**src/rtl/prpz_fifo.sv**
```systemverilog
module prpz_fifo #(
    parameter int WIDTH = 8,
    parameter int DEPTH = 2
) (
    input  logic             clk,
    input  logic             rst_n,
    input  logic             push,
    input  logic [WIDTH-1:0] din,
    output logic             full,
    input  logic             pop,
    output logic [WIDTH-1:0] dout,
    output logic             empty
);

    localparam int PW = $clog2(DEPTH);

    logic [WIDTH-1:0] mem_reg [DEPTH];
    logic [PW-1:0]    wptr_reg, rptr_reg;
    logic [PW:0]      count_reg;
    logic             wr, rd;

    assign full  = (count_reg == (PW+1)'(DEPTH));
    assign empty = (count_reg == '0);
    assign wr    = push && !full;
    assign rd    = pop && !empty;
    assign dout  = mem_reg[rptr_reg];

    always_ff @(posedge clk or negedge rst_n)
    begin
        if (!rst_n)
        begin
            wptr_reg  <= '0;
            rptr_reg  <= '0;
            count_reg <= '0;
        end
        else
        begin
            if (wr)
            begin
                wptr_reg <= wptr_reg + 1'b1;
            end
            if (rd)
            begin
                rptr_reg <= rptr_reg + 1'b1;
            end
            if (wr && !rd)
            begin
                count_reg <= count_reg + 1'b1;
            end
            else if (rd && !wr)
            begin
                count_reg <= count_reg - 1'b1;
            end
        end
    end

    always_ff @(posedge clk)
    begin
        if (wr)
        begin
            mem_reg[wptr_reg] <= din;
        end
    end

endmodule

```
**config.mk**
```make
export PLATFORM = sky130hd
export DESIGN_NAME = prpz_fifo
export DESIGN_NICKNAME = d
export VERILOG_FILES = /design/src/rtl/prpz_fifo.sv
export SDC_FILE = /design/constraint.sdc
export NUM_CORES = 1
export LEC_CHECK = 0
export BUFFER_PORTS_ARGS = -buffer_cell sky130_fd_sc_hd__buf_2
export CORE_UTILIZATION = 56
export CTS_BUF_LIST = sky130_fd_sc_hd__clkbuf_8
export CTS_CLUSTER_SIZE = 25
export DETAILED_ROUTE_END_ITERATION = 8
export GPL_TIMING_DRIVEN = 0
export PLACE_DENSITY_LB_ADDON = 0.15
export SKIP_LAST_GASP = 1
export SLEW_MARGIN = 20
export SYNTH_ARGS = -nofsm -noshare
export SYNTH_HDL_FRONTEND = slang
export SYNTH_SLANG_ARGS = --single-unit
```
**constraint.sdc**
```tcl
create_clock -name clk -period 4 [get_ports clk]
set_input_delay 0 -clock clk [delete_from_list [all_inputs] [get_ports clk]]
set_output_delay 0 -clock clk [all_outputs]
set_load 0.1 [all_outputs]
```
==> impl_results.md <==
- Status: complete, no violations
- Ratio of cells with drive above 1 in the final layout: 38.5%
- First drt pass iteration count: 4
- Number of diodes: 0
- Final Cycle Share: 41.3%
- Clock skew: 0.00508 ns
- Starting density of the core: 60.1%
- Core Util, Final: 80.8%
- Routed WL: 1.27 mm
- Largest net degree at the start of global routing: 12
- Kind of critical path: reg2reg
- RR Endpoint: mem_reg[0][2]
- FF-to-FF path depth: 3
- CP startpoint kind: register
- Syn. warnings: 0
- Minimum clock period: 1.65 ns
- Congestion Overflow GR: 0
- DR iter-0 viols: 14
- PortBufs: 21
- Sink Count: 20
- GPL Wtd Cong: 0.673
- First-pass GRT wire length: 1.79 mm
- CTS HTree Levels: 1
- Final hold violations: 0
- Worst Hold Path EP: wptr_reg
- Maximum buffer depth of the clock tree: 2
- CP Data Required Time: 3.88 ns
- Antenna Violating Nets Remaining: 0
- Distinct cells, synth: 15
- Crit-path max FO: 8
- Vias: 461
- Synthesized instance count: 44
- DRC errors left: 0
- Synthesized area: 782 um^2
- Worst skew pair latency: 0.25 ns
- Resized Gates After CTS: 0
- I/O pins: 22
- Endpoints failing setup: 0
- Die W: 39.4 um
- Initial antenna violation count: 0
- CP endpoint kind: register
- Seq cells post-synth: 20
- Layout Nets: 92
- Mapped Nets: 57
- Syn_area_per_cell: 17.8 um^2
- Max-Slew Margin vs Limit: 54.1%
- Via density: 4.96
- R2R Setup Slk: 2.35 ns
- Vias in the first global route: 420
- CTS tree: done
- Sequential-to-total area share from yosys stat: 74.2%
- Clock transition at path regs: 0.07 ns
- Critical path arrival: 1.53 ns
- DP Wirelength: 814 um
- Die footprint: 1550 um^2
- WL/cell: 13.6 um
- Hold WS: 0.0567 ns
- Min-delay worst type: in2reg
- FMAX: 605 MHz
- Hold path startpoint: push
- Gr usage total: 18.5%
- Slew @ Worst Pin: 0.686 ns
- Final Max Tran Viols: 0
- Die height: 39.4 um
- Total CTS buffers: 3
- Max FFs per register: 16
- CTS Root Cell: clkbuf_8
- Core ar.: 1300 um^2
- Max Cap Viol: 0
- Reg-to-reg startpoint: count_reg[0]
- Synthesis-to-layout area growth: 34.4%
- Worst hold stages: 3
- Row count: 13
- RSZ-0062 raised after global routing: false
- Setup TNS: 0 ns
## Yosys cell counts
cell / count / area share, %
buf_2: 1 / 0.64
xnor2_2: 1 / 2.1
nand2b_1: 1 / 0.80
mux2_2: 2 / 2.9
xor2_1: 2 / 2.2
dfrtp_1: 4 / 13
inv_1: 2 / 0.96
nor2_1: 3 / 1.4
o21ai_1: 1 / 0.64
ha_1: 1 / 1.6
nand2_2: 1 / 0.80
mux2_1: 6 / 8.6
xnor2_1: 2 / 2.2
and3_1: 1 / 0.80
edfxtp_1: 16 / 61
## layout by cell type (no fill, tap or decap)
cell type and instances:
nand2b_1 1, dfrtp_1 4, xnor2_2 1, dlygate4sd3_1 9, ha_1 1, nand2_2 1, mux2_2 2, xnor2_1 2
xor2_1 2, and3_1 1, nor2_1 3, inv_1 2, o21ai_1 1, edfxtp_1 16, clkbuf_8 4, buf_2 22
mux2_1 6
## kinds of logic (layout without fill, tap and decap cells)
group                      Yosys count  count (layout)  share of synthesized area, %
AOI/OAI and AO/OA                    1               1                         0.639
xor gates and xnor gates             5               5                          6.56
adders and majority gates            1               1                          1.60
buffers and inverters                3              37                          1.60
DFF                                 20              20                          74.2
muxes                                8               8                          11.5
and+or+nand+nor                      6               6                          3.84
## cell type report
class	instances	area, um^2
flip-flops and latches	20	581
fillers	70	250
repair buffers	30	195
multi-input cells	21	189
clock buffers	4	55.1
well taps	15	18.8
inverters	2	7.51
plain buffers	1	5.00
## critical path, stage by stage, from the launching register on
cell	delay (ns)
dfrtp_1	0.43
nand2b_1	0.20
nand2_2	0.11
nor2_1	0.54
## how the worst max path moves through the flow
stage                       startpoint             to  slack [ns]  cells after the start
after floorplan           count_reg[0]          empty        2.33                      1
after global placement    count_reg[0]  mem_reg[0][1]        2.41                      3
after CTS                 count_reg[0]  mem_reg[0][1]        2.34                      3
after detailed placement  count_reg[0]  mem_reg[0][2]        2.37                      3
final                     count_reg[0]  mem_reg[0][2]        2.35                      3
after global routing      count_reg[0]  mem_reg[0][5]        2.24                      3
## timing repair
| item | 4_1_cts | 5_1_grt |
|---|---|---|
| endpoints found under the hold margin | 20 | 0 |
| hold buffers | 9 | 0 |
| setup buffers | 0 | 0 |
## routing by layer
metal / track usage, % / part of all wire [%] / vias up
li1: - / - / 224
met1: 22.4 / 42 / 220
met2: 33.3 / 53 / 17
met3: 3.41 / 5.2 / 0
met4: 5.17 / 0 / 0
met5: 0 / 0 / -
## per-stage QoR
step | cell area, um^2 | setup WS (ns) | std cells
floorplan | 782 | 2.33 | 44
global placement | 906 | 2.41 | 80
detailed placement | 906 | 2.37 | 80
CTS | 1050 | 2.34 | 93
global route | 1050 | 2.24 | 93
finish | 1050 | 2.35 | 93
Power is left out: the tool's default activity adds up to more than one toggle a clock period on the data nets, which glitch-free logic cannot reach.
