`src/rtl/prpz_pkg.sv`:
```
package prpz_pkg;

    typedef struct packed {
        logic       req_type;
        logic [7:0] point_x;
        logic [7:0] point_y;
        logic [7:0] point_z;
        logic [2:0] point_color;
        logic [7:0] read_column;
        logic [6:0] read_row;
    } req_t;

    typedef struct packed {
        logic       plotted;
        logic [2:0] pixel_color;
        logic [7:0] pixel_glyph;
    } rsp_t;

    typedef struct packed {
        logic signed [15:0] cos_yaw;
        logic signed [15:0] sin_yaw;
        logic signed [15:0] cos_pitch;
        logic signed [15:0] sin_pitch;
    } rot_t;

    typedef struct packed {
        req_t req;
        logic rd_hit;
    } cmd_t;

    typedef enum logic [3:0] {
        ST_CLEAR,
        ST_IDLE,
        ST_YAW,
        ST_SUM1,
        ST_PITCH,
        ST_SUM2,
        ST_SCALE,
        ST_TEST,
        ST_DIV,
        ST_INDEX,
        ST_RREQ,
        ST_RCHK,
        ST_PUSH
    } back_state_t;

    localparam logic REQ_PLOT = 1'b0;
    localparam logic REQ_READ = 1'b1;

    localparam logic [1:0] REG_COS_YAW   = 2'd0;
    localparam logic [1:0] REG_SIN_YAW   = 2'd1;
    localparam logic [1:0] REG_COS_PITCH = 2'd2;
    localparam logic [1:0] REG_SIN_PITCH = 2'd3;

    localparam int COLOR_W = 3;
    localparam int DEPTH_W = 18;
    localparam int WORD_W  = COLOR_W + DEPTH_W;

    localparam logic [DEPTH_W-1:0] DEPTH_FAR = 18'd131071;
    localparam logic [COLOR_W-1:0] COLOR_BG  = 3'd0;
    localparam logic [7:0]         GLYPH_BG  = 8'd32;

    localparam logic [2:0] DIV_LAST = 3'd6;

    function automatic logic [7:0] glyph_of(input logic [2:0] c);
        logic [7:0] g;
        case (c)
            3'd0:    g = 8'd32;
            3'd1:    g = 8'd46;
            3'd2:    g = 8'd42;
            3'd3:    g = 8'd176;
            3'd4:    g = 8'd177;
            default: g = 8'd219;
        endcase
        return g;
    endfunction

endpackage

```
`src/rtl/prpz_fifo.sv`:
```
module prpz_fifo #(
    parameter int WIDTH = 8,
    parameter int DEPTH = 2
) (
    input  logic             clk,
    input  logic             rst_n,
    input  logic             push,
    input  logic [WIDTH-1:0] din,
    output logic             full,
    input  logic             pop,
    output logic [WIDTH-1:0] dout,
    output logic             empty
);

    localparam int PW = $clog2(DEPTH);

    logic [WIDTH-1:0] mem_reg [DEPTH];
    logic [PW-1:0]    wptr_reg, rptr_reg;
    logic [PW:0]      count_reg;
    logic             wr, rd;

    assign full  = (count_reg == (PW+1)'(DEPTH));
    assign empty = (count_reg == '0);
    assign wr    = push && !full;
    assign rd    = pop && !empty;
    assign dout  = mem_reg[rptr_reg];

    always_ff @(posedge clk or negedge rst_n)
    begin
        if (!rst_n)
        begin
            wptr_reg  <= '0;
            rptr_reg  <= '0;
            count_reg <= '0;
        end
        else
        begin
            if (wr)
            begin
                wptr_reg <= wptr_reg + 1'b1;
            end
            if (rd)
            begin
                rptr_reg <= rptr_reg + 1'b1;
            end
            if (wr && !rd)
            begin
                count_reg <= count_reg + 1'b1;
            end
            else if (rd && !wr)
            begin
                count_reg <= count_reg - 1'b1;
            end
        end
    end

    always_ff @(posedge clk)
    begin
        if (wr)
        begin
            mem_reg[wptr_reg] <= din;
        end
    end

endmodule

```
`src/rtl/prpz_front.sv`:
```
module prpz_front #(
    parameter int SCREEN_WIDTH  = 160,
    parameter int SCREEN_HEIGHT = 90
) (
    input  logic          clk,
    input  logic          rst_n,
    input  logic          hold,
    input  prpz_pkg::req_t req,
    input  logic          push,
    output logic          full,
    output prpz_pkg::cmd_t cmd,
    output logic          cmd_empty,
    input  logic          cmd_pop
);

    prpz_pkg::cmd_t cmd_in;
    logic           q_full;

    assign full = q_full || hold;

    // classify reads that fall off the window here, so the back skips the store
    always_comb
    begin
        cmd_in.req    = req;
        cmd_in.rd_hit = (32'(req.read_column) < SCREEN_WIDTH)
                     && (32'(req.read_row) < SCREEN_HEIGHT);
    end

    prpz_fifo #(
        .WIDTH($bits(prpz_pkg::cmd_t)),
        .DEPTH(2)
    ) u_cmd_q (
        .clk  (clk),
        .rst_n(rst_n),
        .push (push && !hold),
        .din  (cmd_in),
        .full (q_full),
        .pop  (cmd_pop),
        .dout (cmd),
        .empty(cmd_empty)
    );

endmodule

```
`config.mk`:
```
export PLATFORM = sky130hd
export DESIGN_NAME = prpz_front
export DESIGN_NICKNAME = d
export VERILOG_FILES = /design/src/rtl/prpz_pkg.sv /design/src/rtl/prpz_fifo.sv /design/src/rtl/prpz_front.sv
export SDC_FILE = /design/constraint.sdc
export NUM_CORES = 1
export LEC_CHECK = 0
export BUFFER_PORTS_ARGS = -buffer_cell sky130_fd_sc_hd__buf_2
export CAP_MARGIN = 25
export CORE_UTILIZATION = 54
export CTS_BUF_LIST = sky130_fd_sc_hd__clkbuf_2
export CTS_CLUSTER_SIZE = 40
export DETAILED_ROUTE_END_ITERATION = 7
export PLACE_DENSITY = 0.82
export SLEW_MARGIN = 5
export SYNTH_ARGS = -nofsm -noshare
export SYNTH_HDL_FRONTEND = slang
export SYNTH_SLANG_ARGS = --single-unit
```
`constraint.sdc`:
```
create_clock -name clk -period 3.8 [get_ports clk]
set_input_delay 0.19 -clock clk [delete_from_list [all_inputs] [get_ports clk]]
set_output_delay 0.19 -clock clk [all_outputs]
set_load 0.01 [all_outputs]
```
==> out/summary.txt, run 1 <==
status: complete, no violations
clock tree buffer depth: 2
storage element area: 0.002744 mm²
Cells after DPL: 326
dpl cell area: 0.003958 mm²
Routed Antenna Nets: 0
design area: 0.004534 mm²
number of distinct library cells after synthesis: 17
R2R depth: 3
Slew HR: 0.6007
synthesized-area fraction occupied by adder cells: 0.003640
highest-delay cell along the critical path: dfrtp_2
worst slew pin tran: 0.5976 ns
Max Cap Viol: 0
clk sinks: 92
final hold vios: 0
Final Max Slew Viols: 0
post-synthesis sequential area ratio: 0.7980
final setup vio count: 0
# Post-CTS Setup Buffers: 0
commonest non-fill, non-tap cell in the layout: buf_2
WHS Path Cells: 3
CP Cell Sequence: buf_12 -> mux2_2 -> buf_2
vias in the first global route: 1993
Synth area leaders: edfxtp_1, mux2_2, dfrtp_1
Max rail drop VDD: 0.4665 mV
largest family of logic cells by synthesized area: multiplexers
Initial Utilization: 0.5704
RSZ-0062 raised after global routing: false
antenna cells: 0
DIE WIDTH: 81.78 µm
largest net degree at the start of global routing: 46
setup_tns: 0 ns
row cnt: 28
commonest non-fill, non-tap cells in the layout: buf_2, edfxtp_1, dlygate4sd3_1
Max Clk Rate: 463.6 MHz
Seq cells post-synth: 92
dominant cell type by area after synthesis: edfxtp_1
1st-iter DRT viols: 110
Detail Placement HPWL: 3.429 mm
CP peak stage delay: 0.70 ns
final std cells w/o fill: 390
Reg clk slew, reported paths: 0.21 ns
H-tree Lvls: 3
WHS Endpoint: u_cmd_q.wptr_reg
total die area: 0.006688 mm²
post-layout worst setup margin: 1.643 ns
die height: 81.78 µm
Mapped Cells: 162
CP Max Fanout: 27
Synth Area per Inst: 21.22 µm²
total core area: 0.006026 mm²
Setup Skew: 0.01841 ns
Crit path required time: 3.61 ns
power density over the cells: 558.2 mW/mm²
HP Class: in2reg
Worst-Skew Late Latency: 0.49 ns
P&R area growth vs syn: 31.93%
max reg flops: 88
multiplexer share of the synthesized area: 0.1463
leak pwr: 1.746 nW
clk root buf: clkbuf_2
PortBufs: 93
top cell type's share of synthesized area: 0.7688
post-CTS resize count: 0
Worst EP arrival: 1.97 ns
routed vias: 1911
complex-gate fraction of the synthesized area: 0.01165
reg-to-reg endpoint: u_cmd_q.mem_reg[0][43]
Worst R2R Start: u_cmd_q.count_reg[0]
Multi-input gate area: 631.9 µm²
Worst R2R Setup Slack: 1.80 ns
Tot GR Track Use: 0.1970
min-delay src: push
Yosys warnings: 0
CTS Buf Count: 9
Final Critical Period: 2.157 ns
layout cells sized above 1: 0.4921
global route overflow: 0
Post-Synth XOR/XNOR Area: 0.01274
# hold bufs at CTS: 46
Avg WL per Cell: 16.02 µm
# fillers: 372
net count after synthesis: 211
DRC errors left: 0
period utilization: 0.5676
gpl congestion: 0.6889
first-pass GRT wire length: 9.170 mm
DRT Wirelength: 6.246 mm
mapped cell area: 0.003437 mm²
I/O pin count: 94
type of the worst setup path: reg2out
area share of and/or/nand/nor cells after synthesis: 0.006917
final net count: 359
via-per-instance ratio: 4.900
post-placement worst setup slack: 1.819 ns
CTS tree: yes
CP Launch Type: flop
initial antenna violation count: 0
drt pass-1 iters: 4
CP endpoint kind: output pin
[synth_stat cells]
cell type,n
mux2_4,2
mux2_2,41
dfrtp_1,4
and2_1,1
o21a_1,1
ha_1,1
nor2_1,3
and3_1,1
inv_1,4
mux2_1,1
edfxtp_1,88
o21ai_0,3
xnor2_1,4
buf_6,5
xor2_1,1
o211ai_1,1
o211a_1,1
[final cells by class]
class | count | share of cell area
flip-flops and latches | 92 | 0.6051
repair buffers | 142 | 0.2147
multi-input cells | 61 | 0.1393
well taps | 75 | 0.02070
clock buffers | 12 | 0.01325
clock inverters | 4 | 0.003587
inverters | 4 | 0.003311
[worst max path at each step]
stage                          from                endpoint  slack [ns]  depth (start not counted)
4_1_cts            u_cmd_q.rptr_reg                 cmd[14]        1.36                          2
3_5_place_dp   u_cmd_q.count_reg[1]  u_cmd_q.mem_reg[0][38]        1.82                          4
3_3_place_gp   u_cmd_q.count_reg[1]  u_cmd_q.mem_reg[0][39]        1.84                          4
2_1_floorplan  u_cmd_q.count_reg[1]   u_cmd_q.mem_reg[0][0]        0.88                          3
6_report           u_cmd_q.rptr_reg                 cmd[43]        1.64                          3
5_1_grt            u_cmd_q.rptr_reg                 cmd[43]        1.52                          3
[cell families (layout without fill, tap and decap cells)]
group                    count (synthesis)  after routing
buffers and inverters                    9            162
multiplexers                            44             44
flip-flops                              92             92
AND/OR/NAND/NOR                          5              5
adder cells (fa/ha/maj)                  1              1
XOR/XNOR                                 5              5
AO/OA/AOI/OAI                            6              6
[critical path: cells and delay by family (launching register included)]
family	cells	cell delay, ns
flops	1	0.70
buf+inv	2	0.39
mux	1	0.36
[metal layers]
metal | track usage | wire [µm]
met4 | 0.08947 | 74
met2 | 0.3529 | 3266
met3 | 0.05000 | 337
met1 | 0.2190 | 2568
met5 | 0 | 0
[where the power goes]
group          internal, mW  total (mW)  leakage, nW  switching [mW]
Sequential             1.27        1.35        0.850          0.0862
Clock                0.0877       0.372       0.0585           0.284
Combinational         0.425       0.808        0.838           0.382
Total                  1.78        2.53         1.75           0.752
[stage by stage]
| stage | utilization | hold slack [ns] | power (mW) |
|---|---|---|---|
| floorplan | - | -0.1056 | 1.892 |
| global placement | 0.6568 | 0.001558 | 2.101 |
| detailed placement | 0.6568 | 0.007978 | 2.116 |
| CTS | 0.7458 | 0.04335 | 2.517 |
| global route | 0.7525 | 0.03354 | 2.657 |
| finish | 0.7525 | 0.07183 | 2.531 |
No activity file was read; power rests on OpenSTA's default activity.
==> run 2, diff against run 1 <==
==> constraint.sdc (replaced) <==
create_clock -name clk -period 2.09 [get_ports clk]
set_input_delay 0.1045 -clock clk [delete_from_list [all_inputs] [get_ports clk]]
set_output_delay 0.1045 -clock clk [all_outputs]
set_load 0.01 [all_outputs]
==> run 2 against run 1 <==
Utilization increased by 0.62 points. Clock power increased by 99%. Design area increased by 0.83%. Clock skew increased by 0.0076 ns. Final cell count increased by 0.51%. Worst setup slack got worse by 1.4 ns. Highest routed layer unchanged. Global-route usage decreased by 0.41 points. Routed wire length decreased by 2.1%. Count of clock-buffer cells in the layout decreased by 3.
==> out/summary.txt, run 2 (same netlist as run 1, synthesis figures left out) <==
final hold vios: 0
leak pwr: 1.759 nW
worst slew pin tran: 0.4426 ns
I/O pin count: 94
Cells after DPL: 329
status: complete, no violations
CP Cell Sequence: buf_4 -> mux2_2 -> buf_2
final setup vio count: 0
Crit path required time: 1.99 ns
Routed Antenna Nets: 0
commonest non-fill, non-tap cells in the layout: buf_2, edfxtp_1, dlygate4sd3_1
Max rail drop VDD: 0.6293 mV
DRC errors left: 0
type of the worst setup path: reg2out
Setup Skew: 0.02602 ns
# fillers: 364
dpl cell area: 0.004005 mm²
gpl congestion: 0.7228
Detail Placement HPWL: 3.698 mm
clock tree buffer depth: 2
initial antenna violation count: 0
Max Cap Viol: 0
layout cells sized above 1: 0.5016
total core area: 0.006026 mm²
vias in the first global route: 1967
die height: 81.78 µm
P&R area growth vs syn: 33.02%
row cnt: 28
setup_tns: 0 ns
Tot GR Track Use: 0.1929
first-pass GRT wire length: 9.114 mm
Power Total: 4.663 mW
commonest non-fill, non-tap cell in the layout: buf_2
Worst EP arrival: 1.73 ns
design area: 0.004572 mm²
HP Class: in2reg
clk sinks: 92
Initial Utilization: 0.5704
final net count: 361
combinational share of power: 0.329
global route overflow: 0
Final Max Slew Viols: 0
Net Switching: 1.424 mW
final std cells w/o fill: 392
CP Launch Type: flop
drt pass-1 iters: 4
Avg WL per Cell: 15.60 µm
switching share of power: 0.3054
CP Max Fanout: 23
max reg flops: 88
PortBufs: 93
CTS Buf Count: 9
Worst-Skew Late Latency: 0.49 ns
via-per-instance ratio: 4.987
CP endpoint kind: output pin
antenna cells: 0
Reg clk slew, reported paths: 0.21 ns
total die area: 0.006688 mm²
DIE WIDTH: 81.78 µm
clk root buf: clkbuf_2
highest-delay cell along the critical path: dfrtp_2
Max Clk Rate: 546.4 MHz
RSZ-0062 raised after global routing: false
power density over the cells: 1020 mW/mm²
H-tree Lvls: 3
clock power share: 0.159
sequential fraction of design power: 0.512
DRT Wirelength: 6.115 mm
largest net degree at the start of global routing: 45
CP peak stage delay: 0.40 ns
routed vias: 1955
1st-iter DRT viols: 77
Int Power: 3.239 mW
period utilization: 0.8756
CTS tree: yes
Slew HR: 0.7036
Final Critical Period: 1.830 ns
-- run 2: repair_timing --
item	CTS	global route
hold endpoints to repair	94	0
buffers inserted	0	0
hold buffers	47	0
gates resized for setup	0	0
-- run 2: layout make-up --
class,instances,area [µm²],area share
sequential,92,2744,0.6002
timing repair buffer,144,991.0,0.2167
multi-input combinational,61,631.9,0.1382
tap,75,93.84,0.02053
clock inverter,7,51.30,0.01122
clock buffer,9,45.04,0.009852
inverter,4,15.01,0.003284
-- run 2: worst max-delay path, delay by kind of cell, from the launching register on --
| kind | cells | cell delay [ns] |
|---|---|---|
| buf+inv | 2 | 0.45 |
| flops | 1 | 0.40 |
| mux | 1 | 0.40 |
-- run 2: worst paths after layout --
check                      slack [ns]            startpoint                   end  cells past startpoint
max                              0.26      u_cmd_q.rptr_reg               cmd[16]                      3
min                              0.06                  hold      u_cmd_q.wptr_reg                      4
max reg2reg                      0.45  u_cmd_q.count_reg[0]  u_cmd_q.count_reg[1]                      6
min reg2reg                      0.59      u_cmd_q.wptr_reg      u_cmd_q.wptr_reg                      1
max in group asynchronous        1.42                 rst_n      u_cmd_q.rptr_reg                      3
min in group asynchronous        0.49                 rst_n  u_cmd_q.count_reg[0]                      3
-- run 2: power by group through the flow --
stage	Sequential, mW	Combinational [mW]	Clock (mW)
after floorplan	2.41	1.03	0
after global placement	2.41	1.45	0
after detailed placement	2.43	1.47	0
after CTS	2.39	1.55	0.771
after global routing	2.41	1.66	0.843
final	2.39	1.53	0.742
-- run 2: layer usage --
layer | vias up | wire length [µm] | GRT usage
li1 | 930 | - | -
met5 | - | 0 | 0
met1 | 945 | 2547 | 0.2261
met3 | 6 | 374 | 0.04889
met2 | 74 | 3132 | 0.3314
met4 | 0 | 61 | 0.09123
-- run 2: per-stage QoR --
| step | hold slack [ns] | utilization | setup slack [ns] |
|---|---|---|---|
| after global placement | -0.08172 | 0.6647 | 0.5385 |
| after detailed placement | -0.07527 | 0.6647 | 0.4742 |
| after global routing | 0.05315 | 0.7587 | 0.1565 |
| after floorplan | -0.1911 | - | 0.3575 |
| final | 0.06247 | 0.7587 | 0.2600 |
| after CTS | 0.001796 | 0.7587 | 0.1886 |
==> run 3, diff against run 2 <==
--- a/config.mk
+++ b/config.mk
@@ -7,11 +7,13 @@
 export LEC_CHECK = 0
 export BUFFER_PORTS_ARGS = -buffer_cell sky130_fd_sc_hd__buf_2
 export CAP_MARGIN = 25
-export CORE_UTILIZATION = 54
+export CELL_PAD_IN_SITES_DETAIL_PLACEMENT = 0
+export CELL_PAD_IN_SITES_GLOBAL_PLACEMENT = 1
+export CORE_UTILIZATION = 45
 export CTS_BUF_LIST = sky130_fd_sc_hd__clkbuf_2
 export CTS_CLUSTER_SIZE = 40
 export DETAILED_ROUTE_END_ITERATION = 7
-export PLACE_DENSITY = 0.82
+export PLACE_DENSITY_LB_ADDON = 0.1
 export SLEW_MARGIN = 5
 export SYNTH_ARGS = -nofsm -noshare
 export SYNTH_HDL_FRONTEND = slang
==> run 3 against run 2 <==
Largest cell class unchanged. First-iteration DRC count decreased by 19%. Global-route usage decreased by 4.4 points. Clock skew decreased by 0.012 ns. Fmax decreased by 1.9%. Critical path type unchanged. Non-clock buffer count increased by 2. Via count decreased by 2.4%. Routed wire length decreased by 6.6%. Sequential power about the same. Total power increased by 4.8%. Worst setup slack got worse by 0.035 ns.
==> out/summary.txt, run 3 (same netlist as run 1, synthesis figures left out) <==
status: complete, no violations
CP bufs+invs: 2
DIE WIDTH: 89.40 µm
total die area: 0.007991 mm²
Routed Antenna Nets: 0
P&R area growth vs syn: 35.38%
CP endpoint kind: output pin
Max Cap Viol: 0
setup_tns: 0 ns
1st-iter DRT viols: 62
# Post-CTS Setup Buffers: 0
antenna cells: 0
post-CTS resize count: 0
Max rail drop VDD: 0.5735 mV
layout cells sized above 1: 0.5016
CP Max Fanout: 25
I/O pin count: 94
H-tree Lvls: 3
vias in the first global route: 1840
Setup Skew: 0.01354 ns
max reg flops: 88
total core area: 0.007331 mm²
final hold slack: 0.2693 ns
row cnt: 31
Worst-Skew Late Latency: 0.49 ns
first-pass GRT wire length: 8.473 mm
type of the worst setup path: reg2out
clock tree buffer depth: 2
RSZ-0062 raised after global routing: false
drt pass-1 iters: 4
CP Launch Type: flop
commonest non-fill, non-tap cells in the layout: buf_2, edfxtp_1, dlygate4sd3_1
clk root buf: clkbuf_2
# fillers: 551
highest-delay cell along the critical path: dfrtp_2
final hold vios: 0
Power Total: 4.887 mW
worst slew pin tran: 0.3848 ns
largest net degree at the start of global routing: 45
initial antenna violation count: 0
gpl congestion: 0.7815
DRT Wirelength: 5.712 mm
routed vias: 1909
Final Critical Period: 1.865 ns
crit-path leading delay family: buffers and inverters
final net count: 363
final std cells w/o fill: 418
Initial Utilization: 0.4689
die height: 89.40 µm
clk sinks: 92
post-placement worst setup slack: 0.4747 ns
Slew HR: 0.7423
DRC errors left: 0
Avg WL per Cell: 13.67 µm
PortBufs: 93
Reg clk slew, reported paths: 0.23 ns
period utilization: 0.8925
CTS tree: yes
post-layout worst setup margin: 0.2247 ns
Crit path required time: 1.99 ns
HP Class: in2reg
Worst EP arrival: 1.76 ns
via-per-instance ratio: 4.567
final setup vio count: 0
commonest non-fill, non-tap cell in the layout: buf_2
Detail Placement HPWL: 3.524 mm
CP Cell Sequence: buf_4 -> mux2_2 -> buf_2
Cells after DPL: 354
Tot GR Track Use: 0.1493
Max Clk Rate: 536.1 MHz
CTS Buf Count: 9
CP peak stage delay: 0.41 ns
power density over the cells: 1050 mW/mm²
leak pwr: 1.779 nW
Final Max Slew Viols: 0
global route overflow: 0
run 3: worst min-delay path: stages:
cell,delay (ns)
buf_2,0.09
inv_1,0.07
o211ai_1,0.17
inv_1,0.09
ha_1,0.16
xnor2_1,0.07
run 3: cell type report:
type | instances | area, µm² | area share
clock inverter | 7 | 97.59 | 0.02097
multi-input combinational | 61 | 631.9 | 0.1358
clock buffer | 9 | 45.04 | 0.009680
timing repair buffer | 146 | 996.0 | 0.2140
sequential | 92 | 2744 | 0.5897
inverter | 4 | 15.01 | 0.003227
tap | 99 | 123.9 | 0.02662
run 3: timing repair:
action,in CTS,in global routing
hold buffers,48,0
endpoints found under the hold margin,94,0
setup endpoints to repair,0,0
run 3: per-stage QoR:
step / cell area (µm²) / utilization
2_1_floorplan: 3446 / -
3_3_place_gp: 4030 / 0.5498
3_5_place_dp: 4030 / 0.5498
4_1_cts: 4653 / 0.6348
5_1_grt: 4653 / 0.6348
6_report: 4653 / 0.6348
run 3: routing by layer:
metal / up-vias / global-route usage / wire [µm] / part of all wire
li1: 932 / - / - / -
met1: 915 / 0.1810 / 2481 / 0.43
met2: 53 / 0.2464 / 2854 / 0.50
met3: 9 / 0.04247 / 284 / 0.050
met4: 0 / 0.07359 / 91 / 0.016
met5: - / 0 / 0 / 0
run 3: path summary, 6_finish.rpt:
check | start | end | slack (ns) | depth (start not counted)
worst max-delay path | u_cmd_q.rptr_reg | cmd[0] | 0.22 | 3
worst max register to register | u_cmd_q.count_reg[0] | u_cmd_q.wptr_reg | 0.42 | 3
worst min register to register | u_cmd_q.wptr_reg | u_cmd_q.wptr_reg | 0.58 | 1
max in group asynchronous | rst_n | u_cmd_q.rptr_reg | 1.44 | 3
worst min-delay path | hold | u_cmd_q.count_reg[0] | 0.27 | 6
min in group asynchronous | rst_n | u_cmd_q.rptr_reg | 0.47 | 3
run 3: report_power, final:
part           switching, mW  leakage, nW  internal [mW]
Combinational          0.752        0.851          0.770
Sequential            0.0792        0.850           2.30
Clock                  0.582       0.0789          0.402
